**config.mk**
```make
export PLATFORM = sky130hd
export DESIGN_NAME = rfd_front_flat
export DESIGN_NICKNAME = d
export VERILOG_FILES = /design/src/rtl/rfd_pkg.sv /design/src/rtl/rfd_ifs.sv /design/src/rtl/rfd_front.sv /design/src/flat_wrapper.sv
export SDC_FILE = /design/constraint.sdc
export NUM_CORES = 1
export LEC_CHECK = 0
export BUFFER_PORTS_ARGS = -buffer_cell sky130_fd_sc_hd__buf_2
export CORE_ASPECT_RATIO = 1.5
export CORE_UTILIZATION = 30
export CTS_CLUSTER_DIAMETER = 120
export DETAILED_ROUTE_END_ITERATION = 16
export PLACE_DENSITY = 0.54
export SETUP_SLACK_MARGIN = 0.2
export SLEW_MARGIN = 20
export SYNTH_ARGS = -nofsm -noshare
export SYNTH_HDL_FRONTEND = slang
export SYNTH_SLANG_ARGS = --single-unit
```
**constraint.sdc**
```tcl
create_clock -name i_clk -period 1.6 [get_ports i_clk]
set_input_delay 0.08 -clock i_clk [delete_from_list [all_inputs] [get_ports i_clk]]
set_output_delay 0.08 -clock i_clk [all_outputs]
set_load 0.01 [all_outputs]
```
**src/rtl/rfd_pkg.sv**
```systemverilog
`timescale 1ns / 1ps
// ----------------------------------------------------------------------------
// rfd_pkg: shared types and constants of the reply frame deframer
// Field widths, event and register codes, the frame phase machine encoding
// and the control structures passed between the front and back parts.
// ----------------------------------------------------------------------------
package rfd_pkg;

    // Fixed field widths
    localparam int BYTE_W     = 8;
    localparam int INDEX_W    = 9;
    localparam int LIMIT_W    = 10;
    localparam int EVENT_W    = 3;
    localparam int FLEN_W     = 16;
    localparam int COUNT_W    = 17;
    localparam int CFG_IDX_W  = 3;
    localparam int CFG_DATA_W = 10;

    // Default payload buffer depth
    localparam int DEF_BUFFER_DEPTH = 512;

    // Register reset values
    localparam logic [BYTE_W-1:0]  RST_WANTED_SEQUENCE = 8'd1;
    localparam logic [LIMIT_W-1:0] RST_LENGTH_LIMIT    = 10'd512;

    // Configuration register indexes
    typedef enum logic [CFG_IDX_W-1:0] {
        CFG_PREAMBLE_FIRST  = 3'd0,
        CFG_PREAMBLE_SECOND = 3'd1,
        CFG_WANTED_OPCODE   = 3'd2,
        CFG_WANTED_SEQUENCE = 3'd3,
        CFG_LENGTH_LIMIT    = 3'd4,
        CFG_EMPTY_STATUS    = 3'd5
    } t_cfg_reg;

    // Result event codes
    typedef enum logic [EVENT_W-1:0] {
        EV_ABSORBED = 3'd0,
        EV_ACCEPTED = 3'd1,
        EV_BAD_SUM  = 3'd2,
        EV_NOT_OURS = 3'd3,
        EV_OVERSIZE = 3'd4,
        EV_READ     = 3'd5
    } t_event;

    // Operation of a queued item
    typedef enum logic {
        OP_RX   = 1'b0,
        OP_READ = 1'b1
    } t_op;

    // Frame phase machine, one-hot
    typedef enum logic [8:0] {
        PH_HUNT_A  = 9'b000000001,
        PH_HUNT_B  = 9'b000000010,
        PH_OPCODE  = 9'b000000100,
        PH_SEQ     = 9'b000001000,
        PH_LEN_LO  = 9'b000010000,
        PH_LEN_HI  = 9'b000100000,
        PH_PAYLOAD = 9'b001000000,
        PH_CHECK   = 9'b010000000,
        PH_SKIP    = 9'b100000000
    } t_phase;

    // Configuration register contents
    typedef struct packed {
        logic [BYTE_W-1:0]  preamble_first;
        logic [BYTE_W-1:0]  preamble_second;
        logic [BYTE_W-1:0]  wanted_opcode;
        logic [BYTE_W-1:0]  wanted_sequence;
        logic [LIMIT_W-1:0] length_limit;
        logic [BYTE_W-1:0]  empty_status;
    } t_cfg;

    // Classified item held in the queue between front and back
    typedef struct packed {
        t_op                op;
        logic [BYTE_W-1:0]  rx_byte;
        logic [INDEX_W-1:0] read_index;
        logic               hit_first;
        logic               hit_second;
    } t_entry;

endpackage

```
**src/rtl/rfd_ifs.sv**
```systemverilog
`timescale 1ns / 1ps
// ----------------------------------------------------------------------------
// rfd_ifs: valid/ready channels of the reply frame deframer
// Input item channel, result channel and configuration write channel.
// ----------------------------------------------------------------------------
interface rfd_in_if;
    import rfd_pkg::*;
    logic               valid;
    logic               ready;
    logic               kind;
    logic [BYTE_W-1:0]  rx_byte;
    logic [INDEX_W-1:0] read_index;
    modport source (output valid, kind, rx_byte, read_index, input ready);
    modport sink   (input valid, kind, rx_byte, read_index, output ready);
endinterface


```
**src/rtl/rfd_front.sv**
```systemverilog
`timescale 1ns / 1ps
// ----------------------------------------------------------------------------
// rfd_front: item intake and classification
// Accepts input items, tags them as received bytes or buffer reads, matches
// received bytes against the preamble and holds them in a two-entry queue.
// ----------------------------------------------------------------------------
module rfd_front
    import rfd_pkg::*;
(
    input  logic       i_clk,
    input  logic       i_rst_n,
    input  t_cfg       i_cfg_regs,
    rfd_in_if.sink     i_in,
    output logic       o_q_valid,
    output t_entry     o_q_entry,
    input  logic       i_q_pop
);

    t_entry     r_slot [2];
    logic       r_wr_ptr;
    logic       r_rd_ptr;
    logic [1:0] r_count;
    logic       push;
    t_entry     in_entry;

    // Classify the incoming item.
    always_comb begin
        in_entry.op         = i_in.kind ? OP_READ : OP_RX;
        in_entry.rx_byte    = i_in.rx_byte;
        in_entry.read_index = i_in.read_index;
        in_entry.hit_first  = (i_in.rx_byte == i_cfg_regs.preamble_first);
        in_entry.hit_second = (i_in.rx_byte == i_cfg_regs.preamble_second);
    end

    assign i_in.ready = (r_count != 2'd2);
    assign push       = i_in.valid && i_in.ready;
    assign o_q_valid  = (r_count != 2'd0);
    assign o_q_entry  = r_slot[r_rd_ptr];

    // Queue storage.
    always_ff @(posedge i_clk) begin
        if (push) begin
            r_slot[r_wr_ptr] <= in_entry;
        end
    end

    // Queue pointers and fill count.
    always_ff @(posedge i_clk) begin
        if (!i_rst_n) begin
            r_wr_ptr <= 1'b0;
            r_rd_ptr <= 1'b0;
            r_count  <= 2'd0;
        end else begin
            if (push) begin
                r_wr_ptr <= ~r_wr_ptr;
            end
            if (i_q_pop) begin
                r_rd_ptr <= ~r_rd_ptr;
            end
            r_count <= r_count + {1'b0, push} - {1'b0, i_q_pop};
        end
    end

    // The back part pops only a held entry, and the count stays in range.
    a_pop_nonempty: assert property (@(posedge i_clk) disable iff (!i_rst_n)
        i_q_pop |-> (r_count != 2'd0))
        else $error("queue popped while empty");
    a_count_range: assert property (@(posedge i_clk) disable iff (!i_rst_n)
        r_count != 2'd3)
        else $error("queue count out of range");
    a_ptr_balance: assert property (@(posedge i_clk) disable iff (!i_rst_n)
        (r_count == 2'd0 || r_count == 2'd2) |-> (r_wr_ptr == r_rd_ptr))
        else $error("queue pointers disagree with count");

endmodule

```
**src/flat_wrapper.sv**
```systemverilog
// flat-port wrapper written by rule: the top's interface ports become plain ports
module rfd_front_flat import rfd_pkg::*;
  (i_clk, i_rst_n, i_cfg_regs, o_q_valid, o_q_entry, i_q_pop, i_in_valid, i_in_kind, i_in_rx_byte, i_in_read_index, i_in_ready);
  rfd_in_if i_in_i ();
  input  logic i_clk;
  input  logic i_rst_n;
  input  t_cfg i_cfg_regs;
  output logic o_q_valid;
  output t_entry o_q_entry;
  input  logic i_q_pop;
  input wire logic [$bits(i_in_i.valid)-1:0] i_in_valid;
  input wire logic [$bits(i_in_i.kind)-1:0] i_in_kind;
  input wire logic [$bits(i_in_i.rx_byte)-1:0] i_in_rx_byte;
  input wire logic [$bits(i_in_i.read_index)-1:0] i_in_read_index;
  output wire logic [$bits(i_in_i.ready)-1:0] i_in_ready;
  assign i_in_i.valid = i_in_valid;
  assign i_in_i.kind = i_in_kind;
  assign i_in_i.rx_byte = i_in_rx_byte;
  assign i_in_i.read_index = i_in_read_index;
  assign i_in_ready = i_in_i.ready;
  rfd_front u_core (.i_clk(i_clk), .i_rst_n(i_rst_n), .i_cfg_regs(i_cfg_regs), .i_in(i_in_i), .o_q_valid(o_q_valid), .o_q_entry(o_q_entry), .i_q_pop(i_q_pop));
endmodule
```
==> out/qor.txt, run 1 <==
Setup CP Type - reg2out
Clock Tree Root - clkbuf_8
Worst R2R Setup Slack - 0.26 ns
clk buf depth - 2
IO Pins - 94
vias per std cell - 4.494
Final setup violation count - 0
LEAKAGE - 0.9997 nW
Max Fclk - 0.7392 GHz
Post-DP HPWL - 2582 um
clock skew - 0.003676 ns
commonest non-fill, non-tap cell in the layout - buf_2
total CTS buffers - 5
crit end category - output port
min cycle time layout - 1.353 ns
Routed WL per cell - 13.54 um
# DRC - 0
flops & latches, synth - 45
RSZ-0062 raised after global routing - yes
vias in the first global route - 1268
first-pass GRT wire length - 5658 um
initial antenna violation count - 0
GRT Total Usage - 11.72%
routability cong. - 0.6656
DRT iter0 DRCs - 39
number of port buffers - 59
Max Transition Viols Final - 0
syn nets - 183
first-pass detailed-route iteration total - 4
R2R Path End - u_core.r_count[1]
hold_ws - 0.03490 ns
Final Hold Fails - 0
status - complete, no violations
Worst-Margin Slew - 0.2584 ns
fin nets - 269
Tightest Hold Check Type - in2reg
PwrDens - 1022 nW/um2
share of the synthesized area in the top cell type - 64.34%
Routed Antenna Nets - 0
most area-hungry cell type in the Yosys netlist - edfxtp_1
# Max-Cap Violations - 0
Core ar. - 5913 um2
share of post-route cells with drive strength above 1 - 55.33%
Util after Layout - 44.05%
register area share after synthesis - 69.71%
grt total ovfl - 0
unique cell type count in the Yosys netlist - 24
Post-Syn Area per Cell - 16.97 um2
CP max FO - 7
synth top area cells - edfxtp_1 64%, mux2_2 12%, xnor2_1 7.5%
Rel. slew slack - 82.78%
period utilization - 84.55%
crit start category - flip-flop
Sink Count - 45
Peak VDD IR - 0.0004423 V
die width - 66.41 um
Worst EP arrival - 1.27 ns
R2R Path Start - u_core.r_count[0]
Area growth, synth to finish - 39.54%
Gate Count Post-Synth - 110
commonest cells after routing, fill and taps aside - 55 x buf_2, 40 x edfxtp_1, 18 x mux2_2
CP required - 1.52 ns
htree depth - 2
Starting Density - 31.57%
Final TNS setup - 0 ns
antenna diode count - 0
worst skew pair latency - 0.28 ns
cells on worst reg2reg path - 5
die footprint - 6549 um2
Hold Path Sink - u_core.r_slot[0][16]
WHS Path Cells - 1
DRT Wirelength - 3641 um
Synth Cell Area - 1867 um2
power consumption - 0.002662 W
Die Height - 98.61 um
Rows - 34
TritonCTS clock tree - yes
largest net degree at the start of global routing - 14
Clk pin slew, worst setup/hold paths - 0.08 ns
Yosys warning count - 0
via count - 1209
hold_sp - i_in_rx_byte[5]
## critical path, stage by stage (launching register included)
cell and delay (ns):
dfxtp_4 0.38, buf_8 0.13, mux2_2 0.33, buf_2 0.14
## cell families after synthesis
family	Yosys count	synth area share, %
buffers and inverters	4	0.9385
adders and majority gates	1	0.6701
xor gates and xnor gates	17	7.976
and+or+nand+nor	17	5.765
AOI/OAI and AO/OA	4	1.810
DFF	45	69.71
muxes	22	13.14
## final cells by class
| cell class | instances | area [um2] |
|---|---|---|
| tap | 72 | 90.09 |
| timing repair inverter | 1 | 7.507 |
| sequential | 45 | 1306 |
| fill | 551 | 3308 |
| multi-input combinational | 61 | 573.1 |
| timing repair buffer | 80 | 526.8 |
| inverter | 2 | 11.26 |
| clock buffer | 8 | 90.09 |
## worst max-delay path by stage
stage	startpoint	endpoint	slack, ns
finish	flip-flop	o_q_entry[12]	0.25
global route	flip-flop	o_q_entry[9]	0.19
CTS	u_core.r_count[1]	u_core.r_slot[0][8]	0.19
detailed placement	u_core.r_count[1]	u_core.r_slot[0][10]	0.09
global placement	u_core.r_count[1]	u_core.r_slot[0][9]	0.12
floorplan	u_core.r_count[0]	u_core.r_count[1]	0.30
## sequential cells by signal, summed over array words and instances (netlist names), named ones only
register and cells:
u_core.r_slot 40, u_core.r_count 2, u_core.r_rd_ptr 1, u_core.r_wr_ptr 1
## Yosys cell counts
cell,number
xor2_1,1
and3_1,1
nor2_1,2
a21oi_1,1
nand4_1,4
a21bo_2,1
nand2_1,2
buf_2,2
o21a_1,1
edfxtp_1,40
a21boi_2,1
inv_1,2
xnor2_1,16
nand3b_1,1
mux2i_1,2
dfxtp_1,5
nand2b_1,1
mux2_2,20
or2_2,1
and3_2,1
ha_1,1
nand2b_4,1
and2b_1,1
and2_1,2
## where the power goes
group	leakage (nW)	total [W]	switching (W)	internal [W]
combinational	0.536	0.000557	0.000248	0.000309
sequential	0.419	0.00142	0.0000342	0.00138
clock	0.0455	0.000686	0.000334	0.000352
## per-layer routing
metal | track usage [%] | vias up | wire length, um
li1 | - | 581 | -
met1 | 12.33 | 572 | 1476
met2 | 21.59 | 51 | 1910
met3 | 3.356 | 5 | 212
met4 | 3.928 | 0 | 40
met5 | 0 | - | 0
## timing repair
item                                    in CTS  in global routing
gates cloned                                 2                  0
hold buffers                                10                  0
buffers inserted                             4                  3
endpoints found under the setup margin      35                 41
gates resized for setup                      6                 12
hold endpoints to repair                    20                  0
## through the flow
step,cells,cell area [um2],setup WS [ns]
global route,269,2605,0.1922
global placement,242,2282,0.1249
finish,269,2605,0.2473
floorplan,110,1872,0.2970
detailed placement,242,2282,0.08592
CTS,266,2536,0.1938
(Power assumes the default switching activity.)
==> run 2, diff against run 1 <==
--- a/config.mk
+++ b/config.mk
@@ -10,7 +10,7 @@
 export CORE_UTILIZATION = 30
 export CTS_CLUSTER_DIAMETER = 120
 export DETAILED_ROUTE_END_ITERATION = 16
-export PLACE_DENSITY = 0.54
+export PLACE_DENSITY = 0.56
 export SETUP_SLACK_MARGIN = 0.2
 export SLEW_MARGIN = 20
 export SYNTH_ARGS = -nofsm -noshare
==> constraint.sdc (replaced) <==
create_clock -name i_clk -period 1.11 [get_ports i_clk]
set_input_delay 0.0555 -clock i_clk [delete_from_list [all_inputs] [get_ports i_clk]]
set_output_delay 0.0555 -clock i_clk [all_outputs]
set_load 0.01 [all_outputs]
==> out/qor.txt, run 2 (synthesis results as in run 1) <==
Seq pwr share - 49.6% (-3.7 points)
fin area - 2998 um2 (+15%)
met3 usage - 3.009% (-0.35 points)
fin nets - 279 (+3.7%)
final worst slack - -0.2498 ns (-0.4970 ns)
Worst EP arrival - 1.37 ns (+0.10 ns)
status - complete, but fails checks
GRT Total Usage - 13.32% (+1.6 points)
Sw Ratio - 23.41% (+0.25 points)
Setup CP Type - reg2reg
Clk pwr share - 22.3% (-3.5 points)
TritonCTS clock tree - yes
max FFs per register - 40 (unchanged)
share of post-route cells with drive strength above 1 - 57.97% (+2.6 points)
Regs by FF count - u_core.r_slot (40), u_core.r_count (2)
Worst-Margin Slew - 0.2150 ns (-0.04331 ns)
crit end category - flip-flop
worst skew pair latency - 0.29 ns (about the same)
total CTS buffers - 5 (unchanged)
initial antenna violation count - 0 (unchanged)
first-pass GRT wire length - 6465 um (+14%)
dpl cell area - 2361 um2 (+3.5%)
vias per std cell - 4.401 (-2.1%)
LEAKAGE - 1.201 nW (+20%)
Die Height - 98.61 um (unchanged)
commonest non-fill, non-tap cell in the layout - edfxtp_1
largest reg by FF count - u_core.r_slot
period utilization - 122.5%
Max Transition Viols Final - 0 (unchanged)
Area growth, synth to finish - 60.59%
DRT iter0 DRCs - 48 (+23%)
# DRC - 0 (unchanged)
delay of the slowest critical-path stage - 0.36 ns (-0.02 ns)
CP max FO - 5 (-2)
Tightest Hold Check Type - in2reg
RSZ-0062 raised after global routing - yes
min cycle time layout - 1.360 ns
number of port buffers - 59 (unchanged)
PwrDens - 1382 nW/um2 (+35%)
antenna diode count - 0 (unchanged)
Util after Layout - 50.70% (+6.6 points)
vias in the first global route - 1387 (+9.4%)
internal power - 0.003172 W (+55%)
CP required - 1.12 ns (-0.40 ns)
Sink Count - 45 (unchanged)
DRT Wirelength - 4020 um (+10%)
Clk pin slew, worst setup/hold paths - 0.08 ns (about the same)
Final setup violation count - 64 (+64)
Net Sw Power - 0.0009695 W (+57%)
first-pass detailed-route iteration total - 4 (unchanged)
Max Fclk - 0.7354 GHz
Starting Density - 31.57% (unchanged)
Peak VDD IR - 0.0007349 V (+66%)
crit-path cells - buf_6 > nand2b_4 > and3_4 > buf_12 > buf_12 > buf_16
die width - 66.41 um (unchanged)
Rel. slew slack - 85.61% (+2.8 points)
clk buf depth - 2 (unchanged)
Routed WL per cell - 14.41 um (+6.5%)
commonest cells after routing, fill and taps aside - 40 x edfxtp_1, 37 x buf_2, 27 x buf_6
clock skew - 0.004786 ns (+0.001109 ns)
Clock Tree Root - clkbuf_8
largest net degree at the start of global routing - 14 (unchanged)
Post-DP HPWL - 2683 um (+3.9%)
most frequent CP cell - buf_12
violated checks - setup timing
Final Hold Fails - 0 (unchanged)
die footprint - 6549 um2 (unchanged)
Core ar. - 5913 um2 (unchanged)
power consumption - 0.004142 W (+56%)
Routed Antenna Nets - 0 (unchanged)
via count - 1228 (+1.6%)
grt total ovfl - 0 (unchanged)
slowest CP cell - dfxtp_2
Rows - 34 (unchanged)
crit start category - flip-flop
Most Crowded Layer GR - met2
IO Pins - 94 (unchanged)
met2 Use GR - 25.75% (+4.2 points)
combinational share of power - 28.1% (+7.2 points)
routability cong. - 0.7455 (+12%)
hold_ws - 0.01075 ns (-0.02415 ns)
routing usage on met1 - 14.52% (+2.2 points)
# Max-Cap Violations - 0 (unchanged)
htree depth - 2 (unchanged)
==> run 2: changes by cell type in the layout (fill, tap and decap cells not counted), moves of 4 or more <==
cell    delta
buf_2     -18
buf_6     +22
mux2_4    +18
buf_12     +4
mux2_2    -18
==> run 2: area by class of cell <==
type,instances,area (um2)
clock buffers,6,72.57
clock inverters,2,10.01
fillers,502,2915
inverters,2,11.26
multi-input cells,61,646.9
flip-flops and latches,45,1308
well taps,72,90.09
repair buffers,91,859.6
==> run 2: per-stage QoR <==
step,std cells,setup slack [ns],TNS [ns]
final,279,-0.2498,-12.56
after global routing,279,-0.2757,-15.30
after CTS,278,-0.2287,-12.03
after detailed placement,249,-0.2780,-2.613
after global placement,249,-0.1771,-1.696
after floorplan,110,-0.1783,-5.928
==> run 2: worst max-delay path, delay by kind of cell, from the launching register on <==
family | cells | cell delay (ns)
buf+inv | 4 | 0.40
flops | 1 | 0.36
simple gates | 2 | 0.32
==> run 2: worst paths after layout <==
check	cells past startpoint	endpoint	from	slack [ns]
max	6	u_core.r_slot[1][5]	u_core.r_count[0]	-0.25
min	1	u_core.r_slot[0][17]	i_in_rx_byte[6]	0.01
max reg2reg	6	u_core.r_slot[1][5]	u_core.r_count[0]	-0.25
min reg2reg	2	flip-flop	u_core.r_rd_ptr	0.58
==> run 2: power groups by stage <==
stage / Clock (W) / Combinational (W) / Sequential (W)
detailed placement: 0 / 0.000753 / 0.00207
CTS: 0.000961 / 0.00116 / 0.00205
global route: 0.00103 / 0.00125 / 0.00206
finish: 0.000925 / 0.00116 / 0.00205
floorplan: 0 / 0.000394 / 0.00206
global placement: 0 / 0.000733 / 0.00206
==> run 2: metal layers <==
metal	routed length (um)	vias to the layer above
met5	0	-
met4	23	0
met3	194	2
met2	2266	48
met1	1536	580
li1	-	598
==> run 2: timing repair <==
item | 4_1_cts | 5_1_grt
hold endpoints to repair | 20 | 0
cloned | 4 | 1
buffers inserted | 7 | 0
pin swaps | 3 | 2
gates resized for setup | 63 | 2
endpoints found under the setup margin | 65 | 65
hold buffers | 10 | 0
