## src/rtl/rfd_pkg.sv

```systemverilog
`timescale 1ns / 1ps
// ----------------------------------------------------------------------------
// rfd_pkg: shared types and constants of the reply frame deframer
// Field widths, event and register codes, the frame phase machine encoding
// and the control structures passed between the front and back parts.
// ----------------------------------------------------------------------------
package rfd_pkg;

    // Fixed field widths
    localparam int BYTE_W     = 8;
    localparam int INDEX_W    = 9;
    localparam int LIMIT_W    = 10;
    localparam int EVENT_W    = 3;
    localparam int FLEN_W     = 16;
    localparam int COUNT_W    = 17;
    localparam int CFG_IDX_W  = 3;
    localparam int CFG_DATA_W = 10;

    // Default payload buffer depth
    localparam int DEF_BUFFER_DEPTH = 512;

    // Register reset values
    localparam logic [BYTE_W-1:0]  RST_WANTED_SEQUENCE = 8'd1;
    localparam logic [LIMIT_W-1:0] RST_LENGTH_LIMIT    = 10'd512;

    // Configuration register indexes
    typedef enum logic [CFG_IDX_W-1:0] {
        CFG_PREAMBLE_FIRST  = 3'd0,
        CFG_PREAMBLE_SECOND = 3'd1,
        CFG_WANTED_OPCODE   = 3'd2,
        CFG_WANTED_SEQUENCE = 3'd3,
        CFG_LENGTH_LIMIT    = 3'd4,
        CFG_EMPTY_STATUS    = 3'd5
    } t_cfg_reg;

    // Result event codes
    typedef enum logic [EVENT_W-1:0] {
        EV_ABSORBED = 3'd0,
        EV_ACCEPTED = 3'd1,
        EV_BAD_SUM  = 3'd2,
        EV_NOT_OURS = 3'd3,
        EV_OVERSIZE = 3'd4,
        EV_READ     = 3'd5
    } t_event;

    // Operation of a queued item
    typedef enum logic {
        OP_RX   = 1'b0,
        OP_READ = 1'b1
    } t_op;

    // Frame phase machine, one-hot
    typedef enum logic [8:0] {
        PH_HUNT_A  = 9'b000000001,
        PH_HUNT_B  = 9'b000000010,
        PH_OPCODE  = 9'b000000100,
        PH_SEQ     = 9'b000001000,
        PH_LEN_LO  = 9'b000010000,
        PH_LEN_HI  = 9'b000100000,
        PH_PAYLOAD = 9'b001000000,
        PH_CHECK   = 9'b010000000,
        PH_SKIP    = 9'b100000000
    } t_phase;

    // Configuration register contents
    typedef struct packed {
        logic [BYTE_W-1:0]  preamble_first;
        logic [BYTE_W-1:0]  preamble_second;
        logic [BYTE_W-1:0]  wanted_opcode;
        logic [BYTE_W-1:0]  wanted_sequence;
        logic [LIMIT_W-1:0] length_limit;
        logic [BYTE_W-1:0]  empty_status;
    } t_cfg;

    // Classified item held in the queue between front and back
    typedef struct packed {
        t_op                op;
        logic [BYTE_W-1:0]  rx_byte;
        logic [INDEX_W-1:0] read_index;
        logic               hit_first;
        logic               hit_second;
    } t_entry;

endpackage

```

## src/rtl/rfd_ifs.sv

```systemverilog


interface rfd_out_if;
    import rfd_pkg::*;
    logic               valid;
    logic               ready;
    logic [EVENT_W-1:0] event_res;
    logic [BYTE_W-1:0]  reply_status;
    logic [LIMIT_W-1:0] reply_length;
    logic [BYTE_W-1:0]  read_data;
    modport source (output valid, event_res, reply_status, reply_length, read_data,
                    input ready);
    modport sink   (input valid, event_res, reply_status, reply_length, read_data,
                    output ready);
endinterface


```

## src/rtl/rfd_back.sv

```systemverilog
`timescale 1ns / 1ps
// ----------------------------------------------------------------------------
// rfd_back: frame phase machine, payload buffer and result register
// Pops classified items, runs the deframing phase machine, writes and reads
// the payload buffer and presents one result per item.
// ----------------------------------------------------------------------------
module rfd_back
    import rfd_pkg::*;
#(
    parameter int BUFFER_DEPTH = DEF_BUFFER_DEPTH
) (
    input  logic       i_clk,
    input  logic       i_rst_n,
    input  t_cfg       i_cfg_regs,
    input  logic       i_q_valid,
    input  t_entry     i_q_entry,
    output logic       o_q_pop,
    rfd_out_if.source  o_out
);

    localparam int AW = (BUFFER_DEPTH > 1) ? $clog2(BUFFER_DEPTH) : 1;
    localparam int CW = $clog2(BUFFER_DEPTH + 1);
    localparam int EW = (CW > INDEX_W) ? CW : INDEX_W;

    logic [BYTE_W-1:0]  r_mem [BUFFER_DEPTH];
    logic [BYTE_W-1:0]  r_mem_q;

    t_phase             r_phase,  n_phase;
    logic [BYTE_W-1:0]  r_opcode, n_opcode;
    logic [BYTE_W-1:0]  r_seq,    n_seq;
    logic [FLEN_W-1:0]  r_len,    n_len;
    logic [COUNT_W-1:0] r_cnt,    n_cnt;
    logic [BYTE_W-1:0]  r_sum,    n_sum;
    logic [BYTE_W-1:0]  r_first,  n_first;

    logic               r_out_valid;
    t_event             r_out_event;
    logic [BYTE_W-1:0]  r_out_status;
    logic [LIMIT_W-1:0] r_out_length;
    logic               r_out_rd_sel;

    t_event             ev;
    logic [BYTE_W-1:0]  status;
    logic [LIMIT_W-1:0] length;
    logic               mem_we;
    logic [BYTE_W-1:0]  b;
    logic [EW-1:0]      idx_ext;
    logic               rd_in_range;
    logic               oversize;

    assign o_q_pop     = i_q_valid && (!r_out_valid || o_out.ready);
    assign b           = i_q_entry.rx_byte;
    assign idx_ext     = EW'(i_q_entry.read_index);
    assign rd_in_range = (idx_ext < EW'(BUFFER_DEPTH));

    // Phase machine: next state and result of the popped item.
    always_comb begin
        n_phase  = r_phase;
        n_opcode = r_opcode;
        n_seq    = r_seq;
        n_len    = r_len;
        n_cnt    = r_cnt;
        n_sum    = r_sum;
        n_first  = r_first;
        ev       = EV_ABSORBED;
        status   = '0;
        length   = '0;
        mem_we   = 1'b0;
        oversize = 1'b0;
        if (o_q_pop && i_q_entry.op == OP_READ) begin
            ev = EV_READ;
        end else if (o_q_pop) begin
            unique case (r_phase)
                PH_HUNT_A: begin
                    n_phase = i_q_entry.hit_first ? PH_HUNT_B : PH_HUNT_A;
                end
                PH_HUNT_B: begin
                    n_phase = i_q_entry.hit_second ? PH_OPCODE : PH_HUNT_A;
                end
                PH_OPCODE: begin
                    n_opcode = b;
                    n_sum    = b;
                    n_phase  = PH_SEQ;
                end
                PH_SEQ: begin
                    n_seq   = b;
                    n_sum   = r_sum + b;
                    n_phase = PH_LEN_LO;
                end
                PH_LEN_LO: begin
                    n_len   = {{(FLEN_W-BYTE_W){1'b0}}, b};
                    n_sum   = r_sum + b;
                    n_phase = PH_LEN_HI;
                end
                PH_LEN_HI: begin
                    n_len    = {b, r_len[BYTE_W-1:0]};
                    n_sum    = r_sum + b;
                    n_cnt    = '0;
                    // The usable limit is the smaller of the register and the buffer.
                    oversize = (n_len > FLEN_W'(i_cfg_regs.length_limit)) ||
                               (COUNT_W'(n_len) > COUNT_W'(BUFFER_DEPTH));
                    priority if (oversize) begin
                        n_phase = PH_SKIP;
                    end else if (n_len == '0) begin
                        n_phase = PH_CHECK;
                    end else begin
                        n_phase = PH_PAYLOAD;
                    end
                end
                PH_PAYLOAD: begin
                    mem_we = (r_cnt < COUNT_W'(BUFFER_DEPTH));
                    if (r_cnt == '0) begin
                        n_first = b;
                    end
                    n_sum = r_sum + b;
                    n_cnt = r_cnt + 1'b1;
                    if (n_cnt >= {1'b0, r_len}) begin
                        n_phase = PH_CHECK;
                    end
                end
                PH_CHECK: begin
                    n_phase = PH_HUNT_A;
                    priority if (b != r_sum) begin
                        ev = EV_BAD_SUM;
                    end else if (r_opcode != i_cfg_regs.wanted_opcode ||
                                 r_seq != i_cfg_regs.wanted_sequence) begin
                        ev = EV_NOT_OURS;
                    end else begin
                        ev     = EV_ACCEPTED;
                        length = r_len[LIMIT_W-1:0];
                        status = (r_len == '0) ? i_cfg_regs.empty_status : r_first;
                    end
                end
                PH_SKIP: begin
                    n_cnt = r_cnt + 1'b1;
                    if (n_cnt >= ({1'b0, r_len} + 1'b1)) begin
                        ev      = EV_OVERSIZE;
                        n_phase = PH_HUNT_A;
                    end
                end
                default: begin
                    n_phase = i_q_entry.hit_first ? PH_HUNT_B : PH_HUNT_A;
                end
            endcase
        end
    end

    // Payload buffer: one write or one registered read per item.
    always_ff @(posedge i_clk) begin
        if (mem_we) begin
            r_mem[r_cnt[AW-1:0]] <= b;
        end
        if (o_q_pop && i_q_entry.op == OP_READ && rd_in_range) begin
            r_mem_q <= r_mem[idx_ext[AW-1:0]];
        end
    end

    // Frame state.
    always_ff @(posedge i_clk) begin
        if (!i_rst_n) begin
            r_phase <= PH_HUNT_A;
            r_cnt   <= '0;
        end else begin
            r_phase <= n_phase;
            r_cnt   <= n_cnt;
        end
    end

    always_ff @(posedge i_clk) begin
        r_opcode <= n_opcode;
        r_seq    <= n_seq;
        r_len    <= n_len;
        r_sum    <= n_sum;
        r_first  <= n_first;
    end

    // Result register, held while the sink stalls.
    always_ff @(posedge i_clk) begin
        if (!i_rst_n) begin
            r_out_valid <= 1'b0;
        end else if (o_q_pop) begin
            r_out_valid <= 1'b1;
        end else if (o_out.ready) begin
            r_out_valid <= 1'b0;
        end
    end

    always_ff @(posedge i_clk) begin
        if (o_q_pop) begin
            r_out_event  <= ev;
            r_out_status <= status;
            r_out_length <= length;
            r_out_rd_sel <= (i_q_entry.op == OP_READ) && rd_in_range;
        end
    end

    assign o_out.valid        = r_out_valid;
    assign o_out.event_res    = r_out_event;
    assign o_out.reply_status = r_out_status;
    assign o_out.reply_length = r_out_length;
    assign o_out.read_data    = r_out_rd_sel ? r_mem_q : '0;

    // The phase stays one-hot, buffer writes come only from payload bytes,
    // and only an accepted frame reports a length.
    a_phase_onehot: assert property (@(posedge i_clk) disable iff (!i_rst_n)
        $onehot(r_phase))
        else $error("frame phase not one-hot");
    a_write_in_payload: assert property (@(posedge i_clk) disable iff (!i_rst_n)
        mem_we |-> (r_phase == PH_PAYLOAD && i_q_entry.op == OP_RX))
        else $error("buffer written outside payload phase");
    a_length_only_accept: assert property (@(posedge i_clk) disable iff (!i_rst_n)
        (r_out_valid && r_out_event != EV_ACCEPTED) |-> (r_out_length == '0))
        else $error("length reported for a frame that was not accepted");

endmodule

```

## src/flat_wrapper.sv

```systemverilog
// flat-port wrapper written by rule: the top's interface ports become plain ports
module rfd_back_flat import rfd_pkg::*;
#(
    parameter int BUFFER_DEPTH = DEF_BUFFER_DEPTH
)
  (i_clk, i_rst_n, i_cfg_regs, i_q_valid, i_q_entry, o_q_pop, o_out_valid, o_out_event_res, o_out_reply_status, o_out_reply_length, o_out_read_data, o_out_ready);
  rfd_out_if o_out_i ();
  input  logic i_clk;
  input  logic i_rst_n;
  input  t_cfg i_cfg_regs;
  input  logic i_q_valid;
  input  t_entry i_q_entry;
  output logic o_q_pop;
  output wire logic [$bits(o_out_i.valid)-1:0] o_out_valid;
  output wire logic [$bits(o_out_i.event_res)-1:0] o_out_event_res;
  output wire logic [$bits(o_out_i.reply_status)-1:0] o_out_reply_status;
  output wire logic [$bits(o_out_i.reply_length)-1:0] o_out_reply_length;
  output wire logic [$bits(o_out_i.read_data)-1:0] o_out_read_data;
  input wire logic [$bits(o_out_i.ready)-1:0] o_out_ready;
  assign o_out_valid = o_out_i.valid;
  assign o_out_event_res = o_out_i.event_res;
  assign o_out_reply_status = o_out_i.reply_status;
  assign o_out_reply_length = o_out_i.reply_length;
  assign o_out_read_data = o_out_i.read_data;
  assign o_out_i.ready = o_out_ready;
  rfd_back #(.BUFFER_DEPTH(BUFFER_DEPTH)) u_core (.i_clk(i_clk), .i_rst_n(i_rst_n), .i_cfg_regs(i_cfg_regs), .i_q_valid(i_q_valid), .i_q_entry(i_q_entry), .o_q_pop(o_q_pop), .o_out(o_out_i));
endmodule
```

## config.mk

```make
export PLATFORM = sky130hd
export DESIGN_NAME = rfd_back_flat
export DESIGN_NICKNAME = d
export VERILOG_FILES = /design/src/rtl/rfd_pkg.sv /design/src/rtl/rfd_ifs.sv /design/src/rtl/rfd_back.sv /design/src/flat_wrapper.sv
export SDC_FILE = /design/constraint.sdc
export NUM_CORES = 2
export LEC_CHECK = 0
export BUFFER_PORTS_ARGS = -buffer_cell sky130_fd_sc_hd__clkbuf_2
export CAP_MARGIN = 40
export CORE_UTILIZATION = 40
export CTS_CLUSTER_DIAMETER = 120
export DETAILED_ROUTE_END_ITERATION = 10
export PLACE_DENSITY = 0.65
export SLEW_MARGIN = 30
export SYNTH_ARGS = -nofsm -noshare
export SYNTH_HDL_FRONTEND = slang
export SYNTH_SLANG_ARGS = --single-unit
export TNS_END_PERCENT = 100
```

## constraint.sdc

```tcl
create_clock -name i_clk -period 7 [get_ports i_clk]
set_input_delay 1.4 -clock i_clk [delete_from_list [all_inputs] [get_ports i_clk]]
set_output_delay 1.4 -clock i_clk [all_outputs]
set_load 0.05 [all_outputs]
```

==> results.sh <==
export IMPL_grt_max_degree=200
export IMPL_cp_end_kind="register"
export IMPL_cts_resized=0
export IMPL_p_seq_share_pct=53.1
export IMPL_synth_distinct_cells=81
export IMPL_rrSetupSlack_ps=2520
export IMPL_pre_cts_slack_ps=1390
export IMPL_synthArstFlopShare_pct=0
export IMPL_syn_to_final_growth_pct=13.8
export IMPL_cts_made_buffers=417
export IMPL_fin_crit_sh_pct=66.2
export IMPL_syn_area_per_cell_sq_um=20.1
export IMPL_syn_inst=8218
export IMPL_layout_commonest_cell="edfxtp_1"
export IMPL_initial_core_util_pct=40.2
export IMPL_fmax_ghz=0.216
export IMPL_rows=235
export IMPL_ir_worst_vdd_mv=0.239
export IMPL_ys_top_cells_by_area="edfxtp_1 (76%), mux4_2 (12%), nor2_1 (1.6%)"
export IMPL_reg2reg_depth=7
export IMPL_synth_edff_count=4174
export IMPL_synth_top_area_cell="edfxtp_1"
export IMPL_cts_tree="built"
export IMPL_hold_path_class="reg -> reg"
export IMPL_holdBufCountCts=0
export IMPL_timing_max_slew_rel_slack_pct=18.3
export IMPL_grt_setup_unrepaired="no"
export IMPL_io_pins=105
export IMPL_dp_hpwl_um=318000
export IMPL_min_path_cells=2
export IMPL_nNetsFinal=8855
export IMPL_clkLatencyLatePin_ps=1030
export IMPL_synth_top_area_share_pct=76.0
export IMPL_cts_buffer_depth=4
export IMPL_cts_root_buf="clkbuf_16"
export IMPL_routed_via_density=6.10
export IMPL_track_usage_pct=23.2
export IMPL_final_antenna_net_count=0
export IMPL_layout_common_cells="edfxtp_1 (4,174), mux4_2 (915), nor2_1 (686)"
export IMPL_grt_antenna_before_repair=50
export IMPL_yosys_warnings=0
export IMPL_syn_cell_area_sq_um=165000
export IMPL_syn_nets=8349
export IMPL_cap_violations=0
export IMPL_wl_per_cell_um=33.8
export IMPL_critPathSlowestCell="or2_4"
export IMPL_gr_total_overflow=0
export IMPL_rr_endpoint="u_core.r_mem[177][7]$_DFFE_PP_"
export IMPL_cp_num_buf_inv=3
export IMPL_crit_family="simple AND/OR/NAND/NOR gates"
export IMPL_finalSetupViolations=0
export IMPL_clock_sink_count=4201
export IMPL_drc=0
export IMPL_status="finished, final reports clean"
export IMPL_drive_above_1_share_pct=24.2
export IMPL_finalMaxSlewViolations=0
export IMPL_start_kind="input pin"
export IMPL_p_comb_share_pct=5.3
export IMPL_worstPathRequired_ps=7820
export IMPL_die_area_sq_um=415000
export IMPL_p_per_area_nw_per_um2=278
export IMPL_die_x_um=644
export IMPL_p_leak_nw=58.8
export IMPL_r2r_start="u_core.r_phase[1]$_SDFFE_PN0P_"
export IMPL_worst_pin_slew_ps=1230
export IMPL_p_clk_share_pct=41.7
export IMPL_worstPathCellList="buf_4 > buf_16 > or2_4 > buf_4 > o22ai_1 > nor2_1 > nor2_1 > a2111oi_0 > a31oi_1 > and3_1 > nor4_1"
export IMPL_finalSetupTns_ps=0
export IMPL_post_route_worst_setup_slack_ps=2360
export IMPL_grt_pass1_wl_um=681000
export IMPL_clock_skew_ps=43.9
export IMPL_path_class="in -> reg"
export IMPL_drt_iter0_drc=13563
export IMPL_fin_crit_ps=4640
export IMPL_vias=88670
export IMPL_slowest_delay_ps=810
export IMPL_numPortBuffers=88
export IMPL_htree_num_levels=5
export IMPL_p_switching_mw=11.4
export IMPL_fillers=33866
export IMPL_final_core_util_pct=45.8
export IMPL_min_from="u_core.o_out.valid$_SDFFE_PN0P_"
export IMPL_hold_viol=0
export IMPL_firstDrtPassIters=8
export IMPL_p_int_mw=40.7
export IMPL_fp_coreArea_sq_um=410000
export IMPL_critPathArrivalTime_ps=5460
export IMPL_seq_area_frac_synth_pct=76.3
export IMPL_synthFlopType="edfxtp_1"
export IMPL_p_sw_share_pct=21.9
export IMPL_ys_ff_latch=4201
export IMPL_grt_pass1_vias=87291
export IMPL_chipHeight_um=644
export IMPL_post_cts_buffers=0
export IMPL_whs_endpoint="u_core.o_out.valid$_SDFFE_PN0P_"
export IMPL_drt_total_wl_um=492000
export IMPL_place_congestion=0.916
export IMPL_clkTransAtPathRegs_ps=60
export IMPL_path_max_fanout=25
worst max path at each step:
stage	start	end	cells after the start
6_report	i_q_entry[8]	u_core.r_mem_q[5]$_DFFE_PP_	11
3_3_place_gp	i_q_entry[8]	u_core.r_mem_q[2]$_DFFE_PP_	9
3_5_place_dp	i_q_entry[2]	u_core.r_mem_q[2]$_DFFE_PP_	9
5_1_grt	u_core.r_cnt[0]$_SDFFE_PN0P_	u_core.r_phase[3]$_SDFFE_PN0P_	14
4_1_cts	i_q_entry[2]	u_core.r_mem_q[2]$_DFFE_PP_	9
2_1_floorplan	o_out_ready	u_core.r_mem[397][0]$_DFFE_PP_	8
area by class of cell:
type                            count  area [sq um]  area share [%]
Sequential cell                  4201        126000            67.1
Multi-Input combinational cell   3499         36500            19.4
Clock buffer                      521         11000            5.83
Tap cell                         5451          6820            3.63
Timing Repair Buffer              564          5240            2.79
Clock inverter                    231          2090            1.11
Inverter                           41           163          0.0866
Antenna cell                       38          95.1          0.0507
kinds of logic (layout without fill, tap and decap cells):
| group | count (synthesis) | count (layout) | synth area share [%] |
|---|---|---|---|
| AOI/OAI and AO/OA | 736 | 736 | 2.99 |
| buffers and inverters | 518 | 1357 | 1.78 |
| and+or+nand+nor | 1449 | 1449 | 3.86 |
| xor gates and xnor gates | 52 | 52 | 0.276 |
| adders and majority gates | 57 | 57 | 0.437 |
| muxes | 1205 | 1205 | 14.3 |
| DFF | 4201 | 4201 | 76.3 |
| other | 0 | 38 | 0 |
synthesized netlist by cell type (all sizes together) (19+ instances only):
cell type  count
a2111oi       19
a211oi        28
edfxtp      4174
a31oi         44
buf          315
o22ai        151
nor2         710
o21ai        133
ha            56
nor2b         40
xnor2         25
a221oi        21
dfxtp         27
clkbuf       162
a22oi        113
nor3          88
a21oi         86
mux2i        249
o221ai        24
mux4         919
mux2          37
a22o          21
inv           41
and2          24
nand4         25
nand3        117
nor4          41
xor2          27
nand2        323
layer usage:
layer | vias to the layer above | wire [um] | part of all wire, % | track usage [%]
li1 | 34912 | - | - | -
met1 | 46660 | 178000 | 36 | 30.4
met2 | 5979 | 229000 | 47 | 36.1
met3 | 1087 | 59300 | 12 | 6.20
met4 | 32 | 25900 | 5.3 | 11.3
met5 | - | 278 | 0.057 | 0
registers in the layout, summed over array words and instances, names as in the netlist:
name,flops
u_core.o_out.reply_length,10
u_core.r_mem_q,8
u_core.r_opcode,8
u_core.o_out.valid,1
u_core.o_out.reply_status,8
u_core.r_seq,8
u_core.r_phase,9
u_core.r_cnt,17
u_core.r_sum,8
u_core.r_len,16
u_core.r_out_rd_sel,1
u_core.r_first,8
u_core.r_mem,4096
u_core.o_out.event_res,3
tightest hold or removal path, delay by kind of cell, from the launching register on:
family / cells / cell delay [ps]
DFF: 1 / 310
AOI/OAI and AO/OA: 1 / 70
and+or+nand+nor: 1 / 90
per-stage QoR:
stage / cells / hold WS, ps / instance area, sq um / power, mW
after floorplan: 8218 / 469 / 165000 / 29.5
after global placement: 13613 / 494 / 173000 / 30.8
after detailed placement: 13655 / 517 / 174000 / 30.9
after CTS: 14407 / 525 / 187000 / 52.2
after global routing: 14519 / 552 / 188000 / 53.2
final: 14546 / 520 / 188000 / 52.1
power by group through the flow:
stage	Clock [mW]	Combinational, mW	Sequential [mW]
after floorplan	0	1.26	28.2
after global placement	0	2.61	28.2
after detailed placement	0	2.68	28.2
after CTS	21.9	2.68	27.7
after global routing	22.8	2.80	27.6
final	21.7	2.74	27.7
Note: power is estimated with default switching activity, not from simulation.
